**config.mk**
```make
export PLATFORM = sky130hd
export DESIGN_NAME = sha256_stream_hasher_top
export DESIGN_NICKNAME = d
export VERILOG_FILES = /design/src/rtl/shs_pkg.sv /design/src/rtl/shs_sched.sv /design/src/rtl/shs_core.sv /design/src/rtl/shs_outbuf.sv /design/src/rtl/sha256_stream_hasher_top.sv
export SDC_FILE = /design/constraint.sdc
export NUM_CORES = 2
export LEC_CHECK = 0
export BUFFER_PORTS_ARGS = -buffer_cell sky130_fd_sc_hd__buf_4
export CORE_MARGIN = 2
export CORE_UTILIZATION = 45
export CTS_CLUSTER_DIAMETER = 60
export DETAILED_ROUTE_END_ITERATION = 6
export GPL_TIMING_DRIVEN = 1
export PLACE_DENSITY = 0.69
export SYNTH_ARGS = -nofsm -noshare
export SYNTH_HDL_FRONTEND = slang
export SYNTH_SLANG_ARGS = --single-unit
```
**constraint.sdc**
```tcl
create_clock -name aclk -period 20.3 [get_ports aclk]
set_input_delay 2.03 -clock aclk [delete_from_list [all_inputs] [get_ports aclk]]
set_output_delay 2.03 -clock aclk [all_outputs]
set_load 0.005 [all_outputs]
```
**src/rtl/shs_pkg.sv**
```systemverilog
// shared types, constants and round functions for the sha-256 stream hasher
package shs_pkg;

    // sequencer states, one-hot
    typedef enum logic [6:0] {
        ST_IDLE  = 7'b0000001,
        ST_MARK  = 7'b0000010,
        ST_ZERO  = 7'b0000100,
        ST_LEN   = 7'b0001000,
        ST_ROUND = 7'b0010000,
        ST_FOLD  = 7'b0100000,
        ST_HAND  = 7'b1000000
    } state_t;

    // eight hash words, element 0 is the most significant digest word
    typedef logic [7:0][31:0] hash_t;

    // commands to the compression core
    typedef struct packed {
        logic load;    // copy hash words into working variables
        logic step;    // run one round
        logic fold;    // add working variables into hash words
        logic reinit;  // restore initial hash values
    } core_ctrl_t;

    // commands to the message schedule
    typedef struct packed {
        logic        push;  // shift in a freshly packed message word
        logic        step;  // shift in the next expanded schedule word
        logic [31:0] word;
    } sched_cmd_t;

    localparam logic [7:0] PAD_MARK        = 8'h80;
    localparam logic [5:0] BLOCK_LAST_BYTE = 6'd63;
    localparam logic [5:0] LEN_START_BYTE  = 6'd56;
    localparam logic [5:0] ROUND_LAST      = 6'd63;
    localparam logic [2:0] LEN_LAST_BYTE   = 3'd7;
    localparam logic [2:0] DIGEST_LAST     = 3'd7;
    localparam logic [1:0] WORD_LAST_LANE  = 2'd3;

    // initial hash values, element 0 in the lowest bits
    localparam hash_t HASH_INIT = {
        32'h5be0cd19, 32'h1f83d9ab, 32'h9b05688c, 32'h510e527f,
        32'ha54ff53a, 32'h3c6ef372, 32'hbb67ae85, 32'h6a09e667
    };

    function automatic logic [31:0] ror32(input logic [31:0] x, input int unsigned n);
        return (x >> n) | (x << (32 - n));
    endfunction

    function automatic logic [31:0] big_sigma0(input logic [31:0] x);
        return ror32(x, 2) ^ ror32(x, 13) ^ ror32(x, 22);
    endfunction

    function automatic logic [31:0] big_sigma1(input logic [31:0] x);
        return ror32(x, 6) ^ ror32(x, 11) ^ ror32(x, 25);
    endfunction

    function automatic logic [31:0] small_sigma0(input logic [31:0] x);
        return ror32(x, 7) ^ ror32(x, 18) ^ (x >> 3);
    endfunction

    function automatic logic [31:0] small_sigma1(input logic [31:0] x);
        return ror32(x, 17) ^ ror32(x, 19) ^ (x >> 10);
    endfunction

    // round constants
    function automatic logic [31:0] round_k(input logic [5:0] idx);
        logic [31:0] k;
        unique case (idx)
            6'd0:  k = 32'h428a2f98;  6'd1:  k = 32'h71374491;
            6'd2:  k = 32'hb5c0fbcf;  6'd3:  k = 32'he9b5dba5;
            6'd4:  k = 32'h3956c25b;  6'd5:  k = 32'h59f111f1;
            6'd6:  k = 32'h923f82a4;  6'd7:  k = 32'hab1c5ed5;
            6'd8:  k = 32'hd807aa98;  6'd9:  k = 32'h12835b01;
            6'd10: k = 32'h243185be;  6'd11: k = 32'h550c7dc3;
            6'd12: k = 32'h72be5d74;  6'd13: k = 32'h80deb1fe;
            6'd14: k = 32'h9bdc06a7;  6'd15: k = 32'hc19bf174;
            6'd16: k = 32'he49b69c1;  6'd17: k = 32'hefbe4786;
            6'd18: k = 32'h0fc19dc6;  6'd19: k = 32'h240ca1cc;
            6'd20: k = 32'h2de92c6f;  6'd21: k = 32'h4a7484aa;
            6'd22: k = 32'h5cb0a9dc;  6'd23: k = 32'h76f988da;
            6'd24: k = 32'h983e5152;  6'd25: k = 32'ha831c66d;
            6'd26: k = 32'hb00327c8;  6'd27: k = 32'hbf597fc7;
            6'd28: k = 32'hc6e00bf3;  6'd29: k = 32'hd5a79147;
            6'd30: k = 32'h06ca6351;  6'd31: k = 32'h14292967;
            6'd32: k = 32'h27b70a85;  6'd33: k = 32'h2e1b2138;
            6'd34: k = 32'h4d2c6dfc;  6'd35: k = 32'h53380d13;
            6'd36: k = 32'h650a7354;  6'd37: k = 32'h766a0abb;
            6'd38: k = 32'h81c2c92e;  6'd39: k = 32'h92722c85;
            6'd40: k = 32'ha2bfe8a1;  6'd41: k = 32'ha81a664b;
            6'd42: k = 32'hc24b8b70;  6'd43: k = 32'hc76c51a3;
            6'd44: k = 32'hd192e819;  6'd45: k = 32'hd6990624;
            6'd46: k = 32'hf40e3585;  6'd47: k = 32'h106aa070;
            6'd48: k = 32'h19a4c116;  6'd49: k = 32'h1e376c08;
            6'd50: k = 32'h2748774c;  6'd51: k = 32'h34b0bcb5;
            6'd52: k = 32'h391c0cb3;  6'd53: k = 32'h4ed8aa4a;
            6'd54: k = 32'h5b9cca4f;  6'd55: k = 32'h682e6ff3;
            6'd56: k = 32'h748f82ee;  6'd57: k = 32'h78a5636f;
            6'd58: k = 32'h84c87814;  6'd59: k = 32'h8cc70208;
            6'd60: k = 32'h90befffa;  6'd61: k = 32'ha4506ceb;
            6'd62: k = 32'hbef9a3f7;  6'd63: k = 32'hc67178f2;
            default: k = 32'h0;
        endcase
        return k;
    endfunction

endpackage

```
**src/rtl/shs_sched.sv**
```systemverilog
// message schedule: sixteen-word shift line that holds the block and expands it
module shs_sched (
    input  logic               aclk,
    input  shs_pkg::sched_cmd_t cmd,
    output logic [31:0]        w_t
);
    import shs_pkg::*;

    logic [31:0] w_reg [16];
    logic [31:0] expand;
    logic [31:0] shift_in;

    // next expanded word from the current window
    assign expand = small_sigma1(w_reg[14]) + w_reg[9] + small_sigma0(w_reg[1]) + w_reg[0];
    assign shift_in = cmd.step ? expand : cmd.word;

    // oldest word sits at tap zero and feeds the round
    always_ff @(posedge aclk) begin
        if (cmd.push || cmd.step) begin
            for (int i = 0; i < 15; i++) begin
                w_reg[i] <= w_reg[i + 1];
            end
            w_reg[15] <= shift_in;
        end
    end

    assign w_t = w_reg[0];

endmodule

```
**src/rtl/shs_core.sv**
```systemverilog
// compression core: hash words, working variables and the shared round unit
module shs_core (
    input  logic               aclk,
    input  logic               aresetn,
    input  shs_pkg::core_ctrl_t ctrl,
    input  logic [5:0]         round_idx,
    input  logic [31:0]        w_t,
    output shs_pkg::hash_t     hash
);
    import shs_pkg::*;

    hash_t       hash_reg;
    hash_t       v_reg;
    logic [31:0] t1;
    logic [31:0] t2;
    logic [31:0] choose;
    logic [31:0] major;

    // one round of the compression function
    assign choose = (v_reg[4] & v_reg[5]) ^ (~v_reg[4] & v_reg[6]);
    assign major  = (v_reg[0] & v_reg[1]) ^ (v_reg[0] & v_reg[2]) ^ (v_reg[1] & v_reg[2]);
    assign t1 = v_reg[7] + big_sigma1(v_reg[4]) + choose + round_k(round_idx) + w_t;
    assign t2 = big_sigma0(v_reg[0]) + major;

    // working variables
    always_ff @(posedge aclk) begin
        if (ctrl.load) begin
            v_reg <= hash_reg;
        end else if (ctrl.step) begin
            v_reg[7] <= v_reg[6];
            v_reg[6] <= v_reg[5];
            v_reg[5] <= v_reg[4];
            v_reg[4] <= v_reg[3] + t1;
            v_reg[3] <= v_reg[2];
            v_reg[2] <= v_reg[1];
            v_reg[1] <= v_reg[0];
            v_reg[0] <= t1 + t2;
        end
    end

    // running hash
    always_ff @(posedge aclk) begin
        if (!aresetn) begin
            hash_reg <= HASH_INIT;
        end else if (ctrl.reinit) begin
            hash_reg <= HASH_INIT;
        end else if (ctrl.fold) begin
            for (int i = 0; i < 8; i++) begin
                hash_reg[i] <= hash_reg[i] + v_reg[i];
            end
        end
    end

    assign hash = hash_reg;

endmodule

```
**src/rtl/shs_outbuf.sv**
```systemverilog
// digest buffer that streams eight words while the hasher goes on
module shs_outbuf (
    input  logic           aclk,
    input  logic           aresetn,
    input  logic           load,
    input  shs_pkg::hash_t digest,
    output logic           busy,
    output logic           m_tvalid,
    input  logic           m_tready,
    output logic [39:0]    m_tdata,   // digest_word[31:0], word_number[34:32], zero fill
    output logic           m_tlast    // last_word
);
    import shs_pkg::*;

    hash_t      words_reg;
    logic [2:0] cnt_reg;
    logic       busy_reg;
    logic       xfer;

    assign xfer = busy_reg && m_tready;

    // control: word counter and valid
    always_ff @(posedge aclk) begin
        if (!aresetn) begin
            busy_reg <= 1'b0;
            cnt_reg  <= '0;
        end else if (load) begin
            busy_reg <= 1'b1;
            cnt_reg  <= '0;
        end else if (xfer) begin
            cnt_reg <= cnt_reg + 3'd1;
            if (cnt_reg == DIGEST_LAST) begin
                busy_reg <= 1'b0;
            end
        end
    end

    // payload: head word at element zero, shifts down on each transfer
    always_ff @(posedge aclk) begin
        if (load) begin
            words_reg <= digest;
        end else if (xfer) begin
            words_reg <= words_reg >> 32;
        end
    end

    assign busy     = busy_reg;
    assign m_tvalid = busy_reg;
    assign m_tdata  = {5'b0, cnt_reg, words_reg[0]};
    assign m_tlast  = (cnt_reg == DIGEST_LAST);

endmodule

```
**src/rtl/sha256_stream_hasher_top.sv**
```systemverilog
// top level of the sha-256 stream hasher: byte packing, padding sequencer and core
//
// Input channel s_*: one transfer per message item. s_tdata[7:0] is the message
// byte, s_tuser says that the byte is present, s_tlast ends the message after
// this transfer's byte (a transfer with s_tlast and no byte ends it as it stands).
// Output channel m_*: eight transfers per message, digest words most significant
// first, word number in m_tdata[34:32], m_tlast on the eighth word.
// Flow: a byte is taken whenever s_tready is high. The byte that fills a 64-byte
// block starts a compression: 64 rounds on the single round unit plus the fold
// into the hash. An end transfer adds one pad byte per cycle, while no block is
// compressing, up to the block end, then one or two compressions and a handoff
// before the first digest word is valid. s_tready is high only while no block is
// compressing or padding and no digest is waiting to be handed off.
// The digest sits in its own buffer, so a stalled receiver does not hold the
// input: bytes of the next message are taken meanwhile; only the handoff of the
// next digest waits until the buffer has drained.
// Reset: synchronous, active low; loads the initial hash values, clears the
// byte counters and empties the digest buffer. No clearing pass is needed.
module sha256_stream_hasher_top (
    input  logic        aclk,
    input  logic        aresetn,
    input  logic        s_tvalid,
    output logic        s_tready,
    input  logic [7:0]  s_tdata,   // data_byte[7:0]
    input  logic        s_tuser,   // has_byte
    input  logic        s_tlast,   // end_of_message
    output logic        m_tvalid,
    input  logic        m_tready,
    output logic [39:0] m_tdata,   // digest_word[31:0], word_number[34:32], zero fill
    output logic        m_tlast    // last_word
);
    import shs_pkg::*;

    state_t      state_reg, state_next;
    state_t      resume_reg, resume_next;
    logic [5:0]  round_reg, round_next;
    logic [2:0]  len_idx_reg, len_idx_next;
    logic [5:0]  bytes_reg, bytes_next;
    logic [60:0] msg_bytes_reg, msg_bytes_next;
    logic [23:0] acc_reg, acc_next;

    logic        s_fire;
    logic        wr_en;
    logic [7:0]  wr_byte;
    logic        out_load;
    logic        out_busy;
    logic [63:0] len_shifted;
    core_ctrl_t  core_ctrl;
    sched_cmd_t  sched_cmd;
    logic [31:0] w_t;
    hash_t       hash;

    assign s_tready   = (state_reg == ST_IDLE);
    assign s_fire     = s_tvalid && s_tready;

    // bit length, current byte of it at the top
    assign len_shifted = {msg_bytes_reg, 3'b000} << {len_idx_reg, 3'b000};

    // sequencer
    always_comb begin
        state_next     = state_reg;
        resume_next    = resume_reg;
        round_next     = round_reg;
        len_idx_next   = len_idx_reg;
        msg_bytes_next = msg_bytes_reg;
        wr_en          = 1'b0;
        wr_byte        = s_tdata;
        out_load       = 1'b0;
        core_ctrl      = '0;
        unique case (state_reg) inside
            ST_IDLE: begin
                if (s_fire) begin
                    wr_en = s_tuser;
                    if (s_tuser) begin
                        msg_bytes_next = msg_bytes_reg + 61'd1;
                    end
                    if (wr_en && bytes_reg == BLOCK_LAST_BYTE) begin
                        state_next  = ST_ROUND;
                        resume_next = s_tlast ? ST_MARK : ST_IDLE;
                    end else if (s_tlast) begin
                        state_next = ST_MARK;
                    end
                end
            end
            ST_MARK, ST_ZERO: begin
                wr_en   = 1'b1;
                wr_byte = (state_reg == ST_MARK) ? PAD_MARK : 8'h00;
                if (bytes_reg == BLOCK_LAST_BYTE) begin
                    state_next  = ST_ROUND;
                    resume_next = ST_ZERO;
                end else if (bytes_reg == LEN_START_BYTE - 6'd1) begin
                    state_next = ST_LEN;
                end else begin
                    state_next = ST_ZERO;
                end
            end
            ST_LEN: begin
                wr_en        = 1'b1;
                wr_byte      = len_shifted[63:56];
                len_idx_next = len_idx_reg + 3'd1;
                if (len_idx_reg == LEN_LAST_BYTE) begin
                    state_next  = ST_ROUND;
                    resume_next = ST_HAND;
                end
            end
            ST_ROUND: begin
                core_ctrl.step = 1'b1;
                round_next     = round_reg + 6'd1;
                if (round_reg == ROUND_LAST) begin
                    state_next = ST_FOLD;
                end
            end
            ST_FOLD: begin
                core_ctrl.fold = 1'b1;
                state_next     = resume_reg;
            end
            ST_HAND: begin
                if (!out_busy) begin
                    out_load         = 1'b1;
                    core_ctrl.reinit = 1'b1;
                    msg_bytes_next   = '0;
                    state_next       = ST_IDLE;
                end
            end
            default: begin
                state_next = ST_IDLE;
            end
        endcase
        core_ctrl.load = wr_en && (bytes_reg == BLOCK_LAST_BYTE);
    end

    // byte packing into words, big-endian
    always_comb begin
        bytes_next     = bytes_reg;
        acc_next       = acc_reg;
        sched_cmd.push = 1'b0;
        sched_cmd.step = (state_reg == ST_ROUND);
        sched_cmd.word = {acc_reg, wr_byte};
        if (wr_en) begin
            bytes_next     = bytes_reg + 6'd1;
            acc_next       = {acc_reg[15:0], wr_byte};
            sched_cmd.push = (bytes_reg[1:0] == WORD_LAST_LANE);
        end
    end

    // control registers
    always_ff @(posedge aclk) begin
        if (!aresetn) begin
            state_reg     <= ST_IDLE;
            resume_reg    <= ST_IDLE;
            round_reg     <= '0;
            len_idx_reg   <= '0;
            bytes_reg     <= '0;
            msg_bytes_reg <= '0;
        end else begin
            state_reg     <= state_next;
            resume_reg    <= resume_next;
            round_reg     <= round_next;
            len_idx_reg   <= len_idx_next;
            bytes_reg     <= bytes_next;
            msg_bytes_reg <= msg_bytes_next;
        end
    end

    // partial word, payload only
    always_ff @(posedge aclk) begin
        acc_reg <= acc_next;
    end

    shs_sched u_sched (
        .aclk (aclk),
        .cmd  (sched_cmd),
        .w_t  (w_t)
    );

    shs_core u_core (
        .aclk      (aclk),
        .aresetn   (aresetn),
        .ctrl      (core_ctrl),
        .round_idx (round_reg),
        .w_t       (w_t),
        .hash      (hash)
    );

    shs_outbuf u_outbuf (
        .aclk     (aclk),
        .aresetn  (aresetn),
        .load     (out_load),
        .digest   (hash),
        .busy     (out_busy),
        .m_tvalid (m_tvalid),
        .m_tready (m_tready),
        .m_tdata  (m_tdata),
        .m_tlast  (m_tlast)
    );

    // the last round always hands over to the fold
    a_round_to_fold: assert property (@(posedge aclk) disable iff (!aresetn)
        (state_reg == ST_ROUND && round_reg == ROUND_LAST) |=> (state_reg == ST_FOLD))
        else $error("round sequence did not end in fold");

    // length bytes only fill the last eight byte slots of a block
    a_len_slot: assert property (@(posedge aclk) disable iff (!aresetn)
        (state_reg == ST_LEN) |-> (bytes_reg[5:3] == 3'b111 && bytes_reg[2:0] == len_idx_reg))
        else $error("length byte out of place");

    // handoff happens on a block boundary
    a_hand_empty: assert property (@(posedge aclk) disable iff (!aresetn)
        (state_reg == ST_HAND) |-> (bytes_reg == 6'd0 && round_reg == 6'd0))
        else $error("handoff with a partial block");

    // a block is compressed only from a full block
    a_load_full: assert property (@(posedge aclk) disable iff (!aresetn)
        core_ctrl.load |=> (state_reg == ST_ROUND && bytes_reg == 6'd0))
        else $error("compression started on a partial block");

endmodule
```
# Yosys cells after proc, flatten, opt, wreduce, memory -nomap -nowiden
# Memory sizes are Yosys's and may differ from the RTL's. A register that Yosys moved wholly into a read port is not among the register bits.
# Index checks and enable logic that the tools add are counted.
[word_totals] wordCells=165 mem_count=2 romBits=2048 mem_bits_rw=512 out_inout_bits=43 in_bits=14 ff_bits=886
[op_classes] shift=1 eq_ne=21 muxes=40 addsub=23 bitwise_logic=28 reduce_logical=17
[memory_table] memory="(no name shown)" words=64 width=32 rd=1 rd_clocked_by_memory_dff=1 write_ports=0 line_no="shs_pkg.sv:70" text="unique case (idx)"
[memory_table] memory="u_sched.w_reg" words=16 width=32 rd=16 rd_clocked_by_memory_dff=0 write_ports=16 line_no="shs_sched.sv:9" text="logic [31:0] w_reg [16];"
[ops] op="256-bit two-way mux" count=4
[ops] op="32-bit adder" count=18
[ops] op="32-bit XOR" count=9
[ops] op="61-bit two-way mux" count=3
[ops] op="32-bit AND" count=5
[ops] op="61-bit one-hot mux with 2 select lines" count=1
[ops] op="7-bit two-way mux" count=10
[ops] op="64-bit by 6-bit << shifter with 64-bit output" count=1
[ops] op="61-bit by 1-bit adder with 61-bit output (second input constant)" count=1
[ops] op="7-bit one-hot mux with 6 select lines" count=1
[ops] op="32-bit two-way mux" count=1
[ops] op="32-bit NOT" count=1
[ops] op="10-bit by 32-bit OR with 32-bit output" count=1
[ops] op="13-bit by 32-bit OR with 32-bit output" count=1
[ops] op="14-bit by 32-bit OR with 32-bit output" count=1
[ops] op="15-bit by 32-bit OR with 32-bit output" count=1
[ops] op="19-bit by 32-bit OR with 32-bit output" count=1
[ops] op="21-bit by 32-bit OR with 32-bit output" count=1
[ops] op="25-bit by 32-bit OR with 32-bit output" count=1
[ops] op="26-bit by 32-bit OR with 32-bit output" count=1
[ops] op="30-bit by 32-bit OR with 32-bit output" count=1
[ops] op="7-bit by 32-bit OR with 32-bit output" count=1
[ops] op="32-bit by 22-bit XOR with 32-bit output" count=1
[ops] op="32-bit by 29-bit XOR with 32-bit output" count=1
[ops] op="34 further kinds" count=63

# Longest topological paths before layout
[logic_depth] ltp_word=10 ltp_mapped=34 depth_no_buf=33

# Modules after synthesis
# A second synthesis with hierarchy kept.
[hier_totals] cells_unflattened=7138 area_unflattened_um2=81060.2
[modules_own_cells] module="shs_core" seq_area_each_um2=12812.3 cells_each=4763 n_inst=1 area_per_inst_um2=42949.9
[modules_own_cells] module="shs_sched" seq_area_each_um2=15374.7 cells_each=1141 n_inst=1 area_per_inst_um2=20452.1
[modules_own_cells] module="shs_outbuf" seq_area_each_um2=7767.4 cells_each=601 n_inst=1 area_per_inst_um2=11842.6
[modules_own_cells] module="sha256_stream_hasher_top" seq_area_each_um2=2462.4 cells_each=633 n_inst=1 area_per_inst_um2=5815.6

# Least setup slack after synthesis
# Ideal clock, no wire load.
[synth_path] kind="input to register" startpoint="input s_tvalid" endpoint="memory u_sched.w_reg[0][0] (enable)" path_stages=4 n_path_buf=0 arrival_ps=11306 setup_ps=3672 slack_ps=5322 required_ps=16628 cell_sequence="nand3_1 nand2_1 nand2_1 nand2_1"
[synth_rtl] element="from (decl)" line_no="sha256_stream_hasher_top.sv:22" text="input logic s_tvalid,"
[synth_rtl] element="to (decl)" line_no="shs_sched.sv:9"

# Final worst setup path
[layout_path] startpoint="register u_core.v_reg[141] (netlist name)" endpoint="register u_core.v_reg[31] (netlist name), data pin"
[layout_between] elab_chain_len=10 word_cells_on_any_way=16 classes_between="5 x add/sub; 2 x mux; 9 x bitwise"
[layout_rtl] element="from (decl)" line_no="shs_core.sv:13" text="hash_t v_reg;"
[layout_rtl] element="from (signal assigned)" line_no="shs_core.sv:28" text="v_reg <= hash_reg;"
[layout_rtl] element="21-bit by 32-bit OR with 32-bit output or 26-bit by 32-bit OR with 32-bit output (tied branches)" line_no="shs_pkg.sv:48" text="return (x >> n) | (x << (32 - n));"
[layout_rtl] element="32-bit XOR (2 in a row)" line_no="shs_pkg.sv:56" text="return ror32(x, 6) ^ ror32(x, 11) ^ ror32(x, 25);"
[layout_rtl] element="32-bit adder" line_no="shs_core.sv:22" text="assign t1 = v_reg[7] + big_sigma1(v_reg[4]) + choose + round_k(round_idx) + w_t;"
[layout_rtl] element="32-bit adder * (3 in a row)" line_no="shs_core.sv:22"
[layout_rtl] element="32-bit adder *" line_no="shs_core.sv:37" text="v_reg[0] <= t1 + t2;"
[layout_rtl] element="256-bit two-way mux *" line_no="shs_core.sv:29" text="end else if (ctrl.step) begin"
[layout_rtl] element="256-bit two-way mux *" line_no="shs_core.sv:27" text="if (ctrl.load) begin"
# Every way passes the cells marked *; elsewhere a longest branch is shown, timed or not. The select of a mux whose other input is x is not followed.
# A chain may end at the register's enable or synchronous reset.

==> metrics.md <==
| Metric | Value |
|---|---|
| Outcome | completed |
| Slowest stage cell on the critical path | edfxtp_1 |
| Via count | 58118 |
| Die width | 423 um |
| Worst Hold Class | reg2reg |
| Clk_skew | 62.5 ps |
| First-pass GRT wire length | 347000 um |
| Main synth FF type | edfxtp_1 |
| Clock Sinks | 1427 |
| Num CTS Buffers | 160 |
| M2 GR Usage | 0.405 |
| Post-route insts no fill | 10113 |
| Share of layout cells above drive strength 1 | 0.0575 |
| WP buf/inv | 2 |
| Clk root buf | clkbuf_16 |
| Post-Syn Area | 79000 sq um |
| Met3 GRT Util | 0.0399 |
| Syn Inst Count | around 7800 |
| Yosys reg bits | 1427 |
| Resized Gates After CTS | 0 |
| Die area | 179000 sq um |
| Max VDD drop | 0.0953 mV |
| Worst path top cell family by delay | compound AO/OA/AOI/OAI gates |
| Number of antenna diodes | 0 |
| Final WL | roughly 230000 um |
| Final Wtd Congestion | 0.947 |
| Most frequent cells in the layout | nand2_1 (1796), edfxtp_1 (1048), a21oi_1 (519) |
| Vias in the first global route | ~56000 |
| Pwr dens | approximately 72 nW/um^2 |
| Fin crit period | 8620 ps |
| Crit path launch type | flip-flop |
| Via density | 5.75 |
| DRC | 0 |
| Crit-path max cell delay | around 560 ps |
| Area of the multi-input gates | 37400 sq um |
| Final Max Tran Viols | 0 |
| Final hold violations | 0 |
| Critical Path RT | 20850 ps |
| Number of synthesis warnings | 0 |
| Initial antenna violation count | 7 |
| Mapped Avg Cell Area | 10.2 sq um |
| Standard-cell rows | 153 |
| Fin nets | 8254 |
| Antenna viol nets, final | 0 |
| Register area | 39100 sq um |
| Fmax | 0.116 GHz |
| Post-DP HPWL | approximately 160000 um |
| Core area | 174000 sq um |
| CP max FO | 6 |
| Final instance area | 86600 sq um |
| Initial Util | 0.454 |
| Unrepaired setup endpoints after global routing | false |
| Post-synth EDFFs | about 1000 |
| Initial drt markers | 5924 |
| Clock Path Buffers | 3 |
| Leak | 33.7 nW |
| Placed Area | 81200 sq um |
| Hold buffers post-CTS | 0 |
| Seq/Total Area, Yosys | 0.495 |
| GRT Total Usage | 0.254 |
| GR Util met1 | 0.352 |
| Skew-Pair Late Insertion Delay | 850 ps |
| Worst rel slew slack | 0.213 |
| Post-synth cell types | 86 |
| Commonest non-fill, non-tap cell in the layout | nand2_1 |
| Gr busiest metal | met2 |
| Crit share post-route | 0.425 |
| Port Buffers | 51 |
| # Post-CTS Setup Buffers | 0 |
| Grt total ovfl | 0 |
| Final Setup Violations | 0 |
| Largest net degree at the start of global routing | 172 |
| Crit path DAT | approximately 9200 ps |
| Worst Setup Path Type | reg2reg |
| Ys async rst share | 0 |
| DRT Pass-1 Iters | 7 |
| Max reg flops | roughly 510 |
| Die Ht | ~420 um |
| Clock transition at path regs | about 60 ps |
| CP Capture Type | flip-flop |
| H-tree depth | 4 |
| Placed Cells | 9813 |
| Setup TNS Final | 0 ps |
| DR WL/cell | 22.8 um |
| Worst slew pin tran | between 1000 and 1500 ps |
| Max_cap viols | 0 |
| Hold Slack | between 300 and 400 ps |
| Filler cells | 15426 |
| Synthesis-to-layout area growth | 9.75% |
| Num ports | 57 |
| TritonCTS clock tree | done |
-- cell families after synthesis --
family | after synthesis | synth area share
flip-flops | 1427 | 0.495
adder cells (fa/ha/maj) | 612 | 0.115
buffers and inverters | 647 | 0.0328
AO/OA/AOI/OAI | 1628 | 0.130
XOR/XNOR | 612 | 0.0679
other | 1 | 0.0000475
multiplexers | 65 | 0.0110
AND/OR/NAND/NOR | 2774 | 0.149
-- layout make-up --
cell class,count,share of cell area
sequential,1427,0.451
multi-input combinational,5696,0.431
clock buffer,204,0.0499
tap,2325,0.0336
clock inverter,96,0.0135
inverter,257,0.0111
timing repair buffer,108,0.00979
-- Yosys cell counts (all sizes together), types with 13 or more instances --
cell type,number,share of area
or2,16,0.0013
fa,195,0.049
nor4,18,0.0014
edfxtp,1048,0.40
o22ai,18,0.0014
nor3,80,0.0052
nor2b,61,0.0048
nand2b,73,0.0058
and3,57,0.0045
o21ai,363,0.023
o21a,63,0.0060
buf,83,0.0060
ha,395,0.063
a211oi,62,0.0059
xnor2,411,0.046
mux2,22,0.0031
nor2,379,0.018
or3,50,0.0040
o311ai,23,0.0026
mux2i,28,0.0035
nand2,1803,0.086
a211o,15,0.0017
o211ai,121,0.012
o31ai,31,0.0029
clkbuf,307,0.015
dfxtp,379,0.096
and2,54,0.0043
a21oi,520,0.033
xor2,201,0.022
a31oi,50,0.0040
a21boi,16,0.0015
a21o,161,0.015
nand3,107,0.0068
maj3,22,0.0028
o21bai,35,0.0033
a311oi,13,0.0014
nand4,27,0.0022
inv,256,0.012
mux4,15,0.0043
-- stage by stage --
stage / util / total power (W) / setup WS, ps
floorplan: - / 0.00328 / 5320
global placement: 0.466 / 0.00332 / 11780
detailed placement: 0.466 / 0.00332 / 11680
CTS: 0.498 / 0.00631 / 11680
global route: 0.498 / 0.00643 / 11150
finish: 0.498 / 0.00625 / 11680
-- power breakdown --
part           leakage [nW]  switching, W  internal, W  total, W
sequential             12.5     0.0000123      0.00312   0.00313
clock                  2.64       0.00127      0.00172   0.00299
combinational          18.6     0.0000918    0.0000430  0.000135
-- metal layers --
metal | up-vias | wire length (um)
li1 | 27089 | -
met1 | 28275 | 99000
met2 | 2373 | 106000
met3 | 375 | 17400
met4 | 6 | 7860
met5 | - | 38
-- final timing paths --
path	from	to	slack [ps]	cells past startpoint
worst min register to register	u_sched.w_reg[1][183]	u_sched.w_reg[1][151]	400	0
worst min-delay path	u_sched.w_reg[1][183]	u_sched.w_reg[1][151]	400	0
worst max register to register	u_core.v_reg[141]	u_core.v_reg[31]	11680	31
worst max-delay path	u_core.v_reg[141]	u_core.v_reg[31]	11680	31
Note: power is estimated with default switching activity, not from simulation.
